`src/hdl/hee_pkg.sv`:
```
// Shared types, constants and run builder for the HTML entity encoder.
`default_nettype none
package hee_pkg;

   localparam int unsigned QUEUE_DEPTH = 2;
   localparam int unsigned RUN_MAX     = 6;

   // configuration register indexes
   localparam logic [1:0] CSR_USE_NAMES  = 2'd0;
   localparam logic [1:0] CSR_USE_HEX    = 2'd1;
   localparam logic [1:0] CSR_ENCODE_ALL = 2'd2;

   localparam logic [7:0] CH_LT    = 8'h3C;
   localparam logic [7:0] CH_GT    = 8'h3E;
   localparam logic [7:0] CH_AMP   = 8'h26;
   localparam logic [7:0] CH_APOS  = 8'h27;
   localparam logic [7:0] CH_QUOT  = 8'h22;
   localparam logic [7:0] CH_HASH  = 8'h23;
   localparam logic [7:0] CH_SEMI  = 8'h3B;
   localparam logic [7:0] CH_X     = 8'h78;
   localparam logic [7:0] CH_ZERO  = 8'h30;
   localparam logic [7:0] CH_LOW_A = 8'h61;

   typedef struct packed {
      logic [7:0] data_byte;
      logic       message_end;
   } req_type;

   typedef struct packed {
      logic [7:0] out_byte;
      logic       run_last;
      logic       out_message_end;
   } rsp_type;

   typedef struct packed {
      logic use_names;
      logic use_hex;
      logic encode_all;
   } cfg_type;

   // one encoded run: bytes, index of its final byte, message end flag
   typedef struct packed {
      logic [RUN_MAX-1:0][7:0] text;
      logic [2:0]              last_idx;
      logic                    msg_end;
   } run_type;

   typedef struct packed {
      logic empty;
      logic full;
   } queue_status_type;

   function automatic logic [7:0] hex_char(input logic [3:0] nib);
      logic [7:0] ch;
      if (nib < 4'd10) begin
         ch = CH_ZERO + {4'd0, nib};
      end else begin
         ch = CH_LOW_A + {4'd0, nib} - 8'd10;
      end
      return ch;
   endfunction

   function automatic run_type build_run(input req_type req, input cfg_type cfg);
      run_type    run;
      logic       reserved;
      logic [1:0] hund;
      logic [6:0] rem;
      logic [3:0] tens;
      logic [3:0] ones;
      logic [2:0] idx;
      logic [7:0] b;
      b        = req.data_byte;
      run      = '0;
      run.msg_end = req.message_end;
      reserved = (b == CH_LT) || (b == CH_GT) || (b == CH_AMP) ||
                 (b == CH_APOS) || (b == CH_QUOT);
      // decimal digits by compare and subtract
      if (b >= 8'd200) begin
         hund = 2'd2;
      end else if (b >= 8'd100) begin
         hund = 2'd1;
      end else begin
         hund = 2'd0;
      end
      rem  = 7'(b - 8'd100 * {6'd0, hund});
      tens = 4'd0;
      for (int k = 1; k < 10; k++) begin
         if (rem >= 7'(10 * k)) tens = 4'(k);
      end
      ones = 4'(rem - 7'd10 * {3'd0, tens});
      idx  = 3'd2;
      run.text[0] = CH_AMP;
      if (!cfg.encode_all && !reserved) begin
         run.text[0]  = b;
         run.last_idx = 3'd0;
      end else if (cfg.use_names && reserved) begin
         unique case (b)
            CH_LT: begin
               run.text[1] = "l"; run.text[2] = "t"; run.text[3] = CH_SEMI;
               run.last_idx = 3'd3;
            end
            CH_GT: begin
               run.text[1] = "g"; run.text[2] = "t"; run.text[3] = CH_SEMI;
               run.last_idx = 3'd3;
            end
            CH_AMP: begin
               run.text[1] = "a"; run.text[2] = "m"; run.text[3] = "p";
               run.text[4] = CH_SEMI;
               run.last_idx = 3'd4;
            end
            CH_APOS: begin
               run.text[1] = "a"; run.text[2] = "p"; run.text[3] = "o";
               run.text[4] = "s"; run.text[5] = CH_SEMI;
               run.last_idx = 3'd5;
            end
            default: begin
               run.text[1] = "q"; run.text[2] = "u"; run.text[3] = "o";
               run.text[4] = "t"; run.text[5] = CH_SEMI;
               run.last_idx = 3'd5;
            end
         endcase
      end else if (cfg.use_hex) begin
         run.text[1]  = CH_HASH;
         run.text[2]  = CH_X;
         run.text[3]  = hex_char(b[7:4]);
         run.text[4]  = hex_char(b[3:0]);
         run.text[5]  = CH_SEMI;
         run.last_idx = 3'd5;
      end else begin
         run.text[1] = CH_HASH;
         if (b >= 8'd100) begin
            run.text[idx] = CH_ZERO + {6'd0, hund};
            idx = idx + 3'd1;
         end
         if (b >= 8'd10) begin
            run.text[idx] = CH_ZERO + {4'd0, tens};
            idx = idx + 3'd1;
         end
         run.text[idx] = CH_ZERO + {4'd0, ones};
         idx = idx + 3'd1;
         run.text[idx] = CH_SEMI;
         run.last_idx  = idx;
      end
      return run;
   endfunction

endpackage
`default_nettype wire

```
`src/hdl/html_entity_encoder_unit.sv`:
```
// Each run is written to the queue and then loaded byte by byte into the output register.
// One output byte per cycle while rsp_stall is low; an input byte makes a run of 1 to 6
// bytes, set by its encoding, which the back end drains from the queue one byte per cycle.
// Input is taken every cycle the queue has room, so input and output overlap fully.
// Reset (synchronous, active high): use_hex = 1, use_names = 0, encode_all = 0; queue empty.
`default_nettype none
module html_entity_encoder_unit #(
   parameter int unsigned QUEUE_DEPTH = hee_pkg::QUEUE_DEPTH
) (
   input  wire                    clock,
   input  wire                    reset,
   input  wire                    req_valid,
   output logic                   req_stall,
   input  wire hee_pkg::req_type  req_data,
   output logic                   rsp_valid,
   input  wire                    rsp_stall,
   output hee_pkg::rsp_type       rsp_data,
   input  wire                    csr_valid,
   output logic                   csr_ready,
   input  wire [1:0]              csr_index,
   input  wire                    csr_wdata
);
   // Configuration registers. The port never pushes back; a write to an
   // index past the register list completes and changes nothing.
   hee_pkg::cfg_type cfg_ff, cfg_in;

   // Front-to-back queue signals.
   hee_pkg::run_type          q_wdata;
   hee_pkg::run_type          q_rdata;
   hee_pkg::queue_status_type q_status;
   logic                      q_push;
   logic                      q_pop;

   assign csr_ready = 1'b1;

   // Decode the register index; drop writes that hit no register.
   always_comb begin
      cfg_in = cfg_ff;
      if (csr_valid && csr_ready) begin
         unique case (csr_index)
            hee_pkg::CSR_USE_NAMES:  cfg_in.use_names  = csr_wdata;
            hee_pkg::CSR_USE_HEX:    cfg_in.use_hex    = csr_wdata;
            hee_pkg::CSR_ENCODE_ALL: cfg_in.encode_all = csr_wdata;
            default:                 cfg_in = cfg_ff;
         endcase
      end
   end

   always_ff @(posedge clock) begin
      if (reset) begin
         cfg_ff.use_names  <= 1'b0;
         cfg_ff.use_hex    <= 1'b1;
         cfg_ff.encode_all <= 1'b0;
      end else begin
         cfg_ff <= cfg_in;
      end
   end

   // Front end: classify each accepted byte into a complete run combinationally
   // and write it to the queue. The sender is held only while the queue is full.
   hee_front u_front (
      .req_valid (req_valid),
      .req_stall (req_stall),
      .req_data  (req_data),
      .cfg       (cfg_ff),
      .q_status  (q_status),
      .q_push    (q_push),
      .q_wdata   (q_wdata)
   );

   // Queue: decouples the combinational front end from the byte-serial back end.
   hee_queue #(
      .DEPTH (QUEUE_DEPTH)
   ) u_queue (
      .clock  (clock),
      .reset  (reset),
      .push   (q_push),
      .wdata  (q_wdata),
      .pop    (q_pop),
      .rdata  (q_rdata),
      .status (q_status)
   );

   // Back end: walk the head run byte by byte into the output register and
   // release the queue entry as its final byte is loaded.
   hee_back u_back (
      .clock     (clock),
      .reset     (reset),
      .q_rdata   (q_rdata),
      .q_status  (q_status),
      .q_pop     (q_pop),
      .rsp_valid (rsp_valid),
      .rsp_stall (rsp_stall),
      .rsp_data  (rsp_data)
   );

`ifndef SYNTHESIS
   // The queue can never report empty and full together.
   assert property (@(posedge clock) disable iff (reset)
      !(q_status.empty && q_status.full))
      else $error("queue reports empty and full at once");

   // An accepted transaction leaves the queue non-empty or a byte on the output.
   assert property (@(posedge clock) disable iff (reset)
      (req_valid && !req_stall) |=> (!q_status.empty || rsp_valid))
      else $error("accepted transaction vanished");

   // A message end flag only ever rides on the final byte of a run.
   assert property (@(posedge clock) disable iff (reset)
      (rsp_valid && rsp_data.out_message_end) |-> rsp_data.run_last)
      else $error("message end outside run end");
`endif

endmodule
`default_nettype wire

```
`src/hdl/hee_front.sv`:
```
// Front end: accept input bytes and classify them into encoded runs.
`default_nettype none
module hee_front (
   input  wire                        req_valid,
   output logic                       req_stall,
   input  wire hee_pkg::req_type      req_data,
   input  wire hee_pkg::cfg_type      cfg,
   input  wire hee_pkg::queue_status_type q_status,
   output logic                       q_push,
   output hee_pkg::run_type           q_wdata
);
   // hold the sender while the queue has no room
   assign req_stall = q_status.full;
   assign q_push    = req_valid && !q_status.full;
   assign q_wdata   = hee_pkg::build_run(req_data, cfg);

endmodule
`default_nettype wire

```
`src/hdl/hee_queue.sv`:
```
// Small first-in first-out queue of encoded runs between front and back.
`default_nettype none
module hee_queue #(
   parameter int unsigned DEPTH = hee_pkg::QUEUE_DEPTH
) (
   input  wire                          clock,
   input  wire                          reset,
   input  wire                          push,
   input  wire hee_pkg::run_type        wdata,
   input  wire                          pop,
   output hee_pkg::run_type             rdata,
   output hee_pkg::queue_status_type    status
);
   localparam int unsigned AW = (DEPTH > 1) ? $clog2(DEPTH) : 1;
   localparam int unsigned CW = $clog2(DEPTH + 1);

   hee_pkg::run_type mem_ff [DEPTH];
   logic [AW-1:0] wr_ptr_ff, wr_ptr_in;
   logic [AW-1:0] rd_ptr_ff, rd_ptr_in;
   logic [CW-1:0] count_ff, count_in;
   logic          do_push, do_pop;

   assign status.empty = (count_ff == '0);
   assign status.full  = (count_ff == CW'(DEPTH));
   assign do_push      = push && !status.full;
   assign do_pop       = pop && !status.empty;
   assign rdata        = mem_ff[rd_ptr_ff];

   always_comb begin
      wr_ptr_in = wr_ptr_ff;
      rd_ptr_in = rd_ptr_ff;
      count_in  = count_ff;
      if (do_push) begin
         wr_ptr_in = (wr_ptr_ff == AW'(DEPTH - 1)) ? '0 : wr_ptr_ff + 1'b1;
      end
      if (do_pop) begin
         rd_ptr_in = (rd_ptr_ff == AW'(DEPTH - 1)) ? '0 : rd_ptr_ff + 1'b1;
      end
      if (do_push && !do_pop) begin
         count_in = count_ff + 1'b1;
      end else if (do_pop && !do_push) begin
         count_in = count_ff - 1'b1;
      end
   end

   always_ff @(posedge clock) begin
      if (reset) begin
         wr_ptr_ff <= '0;
         rd_ptr_ff <= '0;
         count_ff  <= '0;
      end else begin
         wr_ptr_ff <= wr_ptr_in;
         rd_ptr_ff <= rd_ptr_in;
         count_ff  <= count_in;
      end
   end

   always_ff @(posedge clock) begin
      if (do_push) begin
         mem_ff[wr_ptr_ff] <= wdata;
      end
   end

endmodule
`default_nettype wire

```
`src/hdl/hee_back.sv`:
```
// Back end: serialize the head run, one byte per cycle while the output is not stalled, into the output register.
`default_nettype none
module hee_back (
   input  wire                          clock,
   input  wire                          reset,
   input  wire hee_pkg::run_type        q_rdata,
   input  wire hee_pkg::queue_status_type q_status,
   output logic                         q_pop,
   output logic                         rsp_valid,
   input  wire                          rsp_stall,
   output hee_pkg::rsp_type             rsp_data
);
   logic             rsp_valid_ff, rsp_valid_in;
   hee_pkg::rsp_type rsp_data_ff, rsp_data_in;
   logic [2:0]       pos_ff, pos_in;
   logic             advance;
   logic             at_last;

   assign advance = !rsp_valid_ff || !rsp_stall;
   assign at_last = (pos_ff == q_rdata.last_idx);
   assign q_pop   = advance && !q_status.empty && at_last;

   always_comb begin
      rsp_valid_in = rsp_valid_ff;
      rsp_data_in  = rsp_data_ff;
      pos_in       = pos_ff;
      if (advance) begin
         rsp_valid_in                = !q_status.empty;
         rsp_data_in.out_byte        = q_rdata.text[pos_ff];
         rsp_data_in.run_last        = at_last;
         rsp_data_in.out_message_end = at_last && q_rdata.msg_end;
         if (!q_status.empty) begin
            pos_in = at_last ? 3'd0 : pos_ff + 3'd1;
         end
      end
   end

   always_ff @(posedge clock) begin
      if (reset) begin
         rsp_valid_ff <= 1'b0;
         pos_ff       <= 3'd0;
      end else begin
         rsp_valid_ff <= rsp_valid_in;
         pos_ff       <= pos_in;
      end
   end

   always_ff @(posedge clock) begin
      rsp_data_ff <= rsp_data_in;
   end

   assign rsp_valid = rsp_valid_ff;
   assign rsp_data  = rsp_data_ff;

endmodule
`default_nettype wire

```
`config.mk`:
```
export PLATFORM = sky130hd
export DESIGN_NAME = html_entity_encoder_unit
export DESIGN_NICKNAME = d
export VERILOG_FILES = /design/src/hdl/hee_pkg.sv /design/src/hdl/html_entity_encoder_unit.sv /design/src/hdl/hee_front.sv /design/src/hdl/hee_queue.sv /design/src/hdl/hee_back.sv
export SDC_FILE = /design/constraint.sdc
export NUM_CORES = 1
export LEC_CHECK = 0
export BUFFER_PORTS_ARGS = -buffer_cell sky130_fd_sc_hd__buf_2
export CORE_ASPECT_RATIO = 1.75
export CORE_UTILIZATION = 55
export CTS_CLUSTER_DIAMETER = 60
export DETAILED_ROUTE_END_ITERATION = 8
export PLACE_DENSITY = 0.84
export SETUP_SLACK_MARGIN = 0.4
export SLEW_MARGIN = 20
export SYNTH_ARGS = -nofsm -noshare
export SYNTH_HDL_FRONTEND = slang
export SYNTH_SLANG_ARGS = --single-unit
```
`constraint.sdc`:
```
create_clock -name clock -period 11.68 [get_ports clock]
set_input_delay 2.336 -clock clock [delete_from_list [all_inputs] [get_ports clock]]
set_output_delay 2.336 -clock clock [all_outputs]
set_load 0.01 [all_outputs]
```
==> impl_metrics.json <==
{
  "critPathMaxFanout": 8,
  "worstSetupEndpointType": "flip-flop",
  "grt_use_total_pct": 25.9,
  "ys_async_sr_fraction_pct": 0,
  "dp_hpwl_mm": 9.42,
  "ys_seq_area_share_pct": 54.6,
  "grt_pass1_wl_mm": 20.7,
  "gr-total-overflow": 0,
  "die-area_sq_um": 10800,
  "grt_max_degree": 44,
  "syn_avg_cell_area_sq_um": 12.0,
  "slew_headroom_pct": 34.1,
  "ctsHoldBuffers": 0,
  "worstSetupPathType": "in2reg",
  "required_ns": 11.74,
  "worstPathCellList": "buf_2 -> inv_1 -> ha_1 -> o21ai_1 -> nand2b_1 -> a21oi_1 -> nor2_1 -> inv_1 -> ha_1 -> nor4_1 -> nor4_1 -> a211oi_1 -> o32a_2 -> ha_1 -> inv_1 -> fa_1 -> xnor3_2 -> a2111oi_2 -> nor3_1",
  "yosysWarningCount": 0,
  "portBuffers": 28,
  "leakage_nw": 2.25,
  "synth_top_area_share_pct": 50.4,
  "critPathTopFamily": "compound AO/OA/AOI/OAI gates",
  "cts_sinks": 108,
  "r2r_slack_ns": 9.10,
  "synth_top_area_cell": "edfxtp_1",
  "hp-class": "reg2reg",
  "nFillCells": 780,
  "hold_viol": 0,
  "ctsResizeCount": 0,
  "finalWorstPathRequiredPeriod_ns": 6.83,
  "slew_viol_final": 0,
  "cts_tree": "yes",
  "crit_slowest_cell": "nor4_1",
  "fin_setup_tns_ns": 0,
  "synth_area_leaders": "edfxtp_1 50%, mux4_2 6.3%, dfxtp_1 4.2%, ha_1 3.7%, mux2i_1 3.3%",
  "status": "finished, final reports clean",
  "wirelength_mm": 12.8,
  "cap_violations": 0,
  "grt_pass1_vias": 3996,
  "clk_pin_slew_ns": 0.07,
  "detailroute.via_count": 3989,
  "chipWidth_microns": 79.1,
  "io_pins": 30,
  "synth_edf_count": 96,
  "use_met3_pct": 4.60,
  "use_met1_pct": 28.8,
  "insertion_delay_ns": 0.35,
  "root_buffer": "clkbuf_16",
  "tightestPinTransition_ns": 0.989,
  "post-cts-setup-buffers": 0,
  "vdd_ir_drop_max_uv": 141,
  "top_usage_layer": "met2",
  "drc": 0,
  "via_per_inst": 6.40,
  "whs_ns": 0.517,
  "grtUsageMet2_pct": 46.0,
  "synth_nets": 514,
  "post_drt_wl_per_cell_microns": 20.6,
  "clockBufferDepth": 2,
  "core.rowCount": 48,
  "drt_iter0_drc": 257,
  "ant_nets": 0,
  "netlist_area_sq_um": 5720,
  "syn-instance-count": 478,
  "ys_seq_elements": 108,
  "htreeDepth": 3,
  "layout-drive-gt1-share_pct": 16.5,
  "fin_nets": 529,
  "num_antenna_cells": 0,
  "start_kind": "input pin",
  "core_area_sq_um": 9970,
  "path_buf_inv": 4,
  "slowest_delay_ns": 0.55,
  "antenna_found_initial": 0,
  "drt_first_pass_iters": 5,
  "yosysMostFrequentCell": "edfxtp_1",
  "ys_types": 63,
  "synthToLayoutAreaGrowth_pct": 8.64,
  "arrival_ns": 6.89,
  "gp_congestion": 0.978,
  "p_per_area_nw_per_um2": 189,
  "synthTopCellsByCount": "96 x edfxtp_1, 46 x nor2_1, 36 x nand2_1",
  "start_util_pct": 57.4,
  "cts_made_buffers": 9,
  "synth-main-ff-cell": "edfxtp_1",
  "period_share_pct": 58.5,
  "rsz0062_at_grt": "false",
  "fmax_mhz": 146,
  "die_height_microns": 137,
  "setup_viol": 0,
  "final.setup_skew_ns": 0.00989
}
==> state kept, by name, indices dropped and copies added, names as in the netlist, named ones only <==
signal / count
u_queue.rd_ptr_ff: 1
u_back.pos_ff: 3
u_back.rsp_valid: 1
u_queue.wr_ptr_ff: 1
u_back.rsp_data: 10
u_queue.mem_ff: 86
cfg_ff: 3
u_queue.count_ff: 2
==> cell usage in the layout, fill, tap and decap left out, types with 5 or more instances in the layout <==
cell | netlist | final
mux2i_1 | 19 | 19
nand2_1 | 36 | 36
o21ai_0 | 17 | 17
nand3b_1 | 6 | 6
nand2b_1 | 6 | 6
and3_1 | 6 | 5
nor2b_1 | 9 | 9
nor2_1 | 46 | 45
buf_2 | 3 | 28
xor2_1 | 8 | 8
ha_1 | 17 | 17
o22ai_1 | 5 | 5
inv_1 | 19 | 19
nor4_1 | 9 | 9
edfxtp_1 | 96 | 96
a211oi_1 | 7 | 7
clkbuf_16 | 0 | 9
mux4_2 | 16 | 16
nor3_1 | 11 | 11
dfxtp_1 | 12 | 11
a21oi_1 | 28 | 28
nand3_1 | 6 | 6
==> where the power goes <==
part           internal (mW)  switching, mW  total (mW)
combinational          0.144          0.201       0.346
sequential             0.514         0.0272       0.541
clock                  0.149          0.139       0.289
total                  0.808          0.368        1.18
==> final cells by class <==
class                           count  area, sq um  share of cell area [%]
Clock buffer                       10          229                    3.69
Timing Repair Buffer               32          170                    2.74
Tap cell                          125          156                    2.52
Multi-Input combinational cell    321         2400                    38.6
Inverter                           21         78.8                    1.27
Sequential cell                   108         3120                    50.3
Clock inverter                      6         55.1                   0.886
==> worst min-delay path, delay by kind of cell (launching register included) <==
family	cells	cell delay, ns
XOR/XNOR	1	0.08
flip-flops	1	0.32
AND/OR/NAND/NOR	1	0.08
==> through the flow <==
| step | util [%] | power (mW) | instance area [sq um] | worst slack [ns] | cells |
|---|---|---|---|---|---|
| after floorplan | - | 0.802 | 5720 | 5.11 | 478 |
| after CTS | 62.3 | 1.18 | 6210 | 4.92 | 623 |
| after global routing | 62.3 | 1.23 | 6210 | 4.62 | 623 |
| after global placement | 59.5 | 0.876 | 5930 | 4.78 | 607 |
| final | 62.3 | 1.18 | 6210 | 4.85 | 623 |
| after detailed placement | 59.5 | 0.897 | 5930 | 4.57 | 607 |
==> cell families after synthesis <==
family                     synth area share (%)
and+or+nand+nor                            13.2
muxes                                      9.82
other                                    0.0656
buffers and inverters                      3.59
AOI/OAI and AO/OA                          11.8
xor gates and xnor gates                   2.23
adders and majority gates                  4.77
DFF                                        54.6
==> worst paths after layout <==
kind / depth (start not counted) / to / start
setup / recovery: 19 / u_queue.mem_ff[1][23] / req_data[5]
hold / removal: 2 / flip-flop / u_queue.rd_ptr_ff
setup reg to reg: 8 / u_queue.count_ff[1] / flip-flop
hold reg to reg: 2 / flip-flop / u_queue.rd_ptr_ff
==> per-layer routing <==
metal	vias up	part of all wire (%)
met4	0	4.9
met1	1922	36
met2	195	54
li1	1829	-
met5	-	0
met3	43	5.4
No activity file was read; power rests on OpenSTA's default activity.
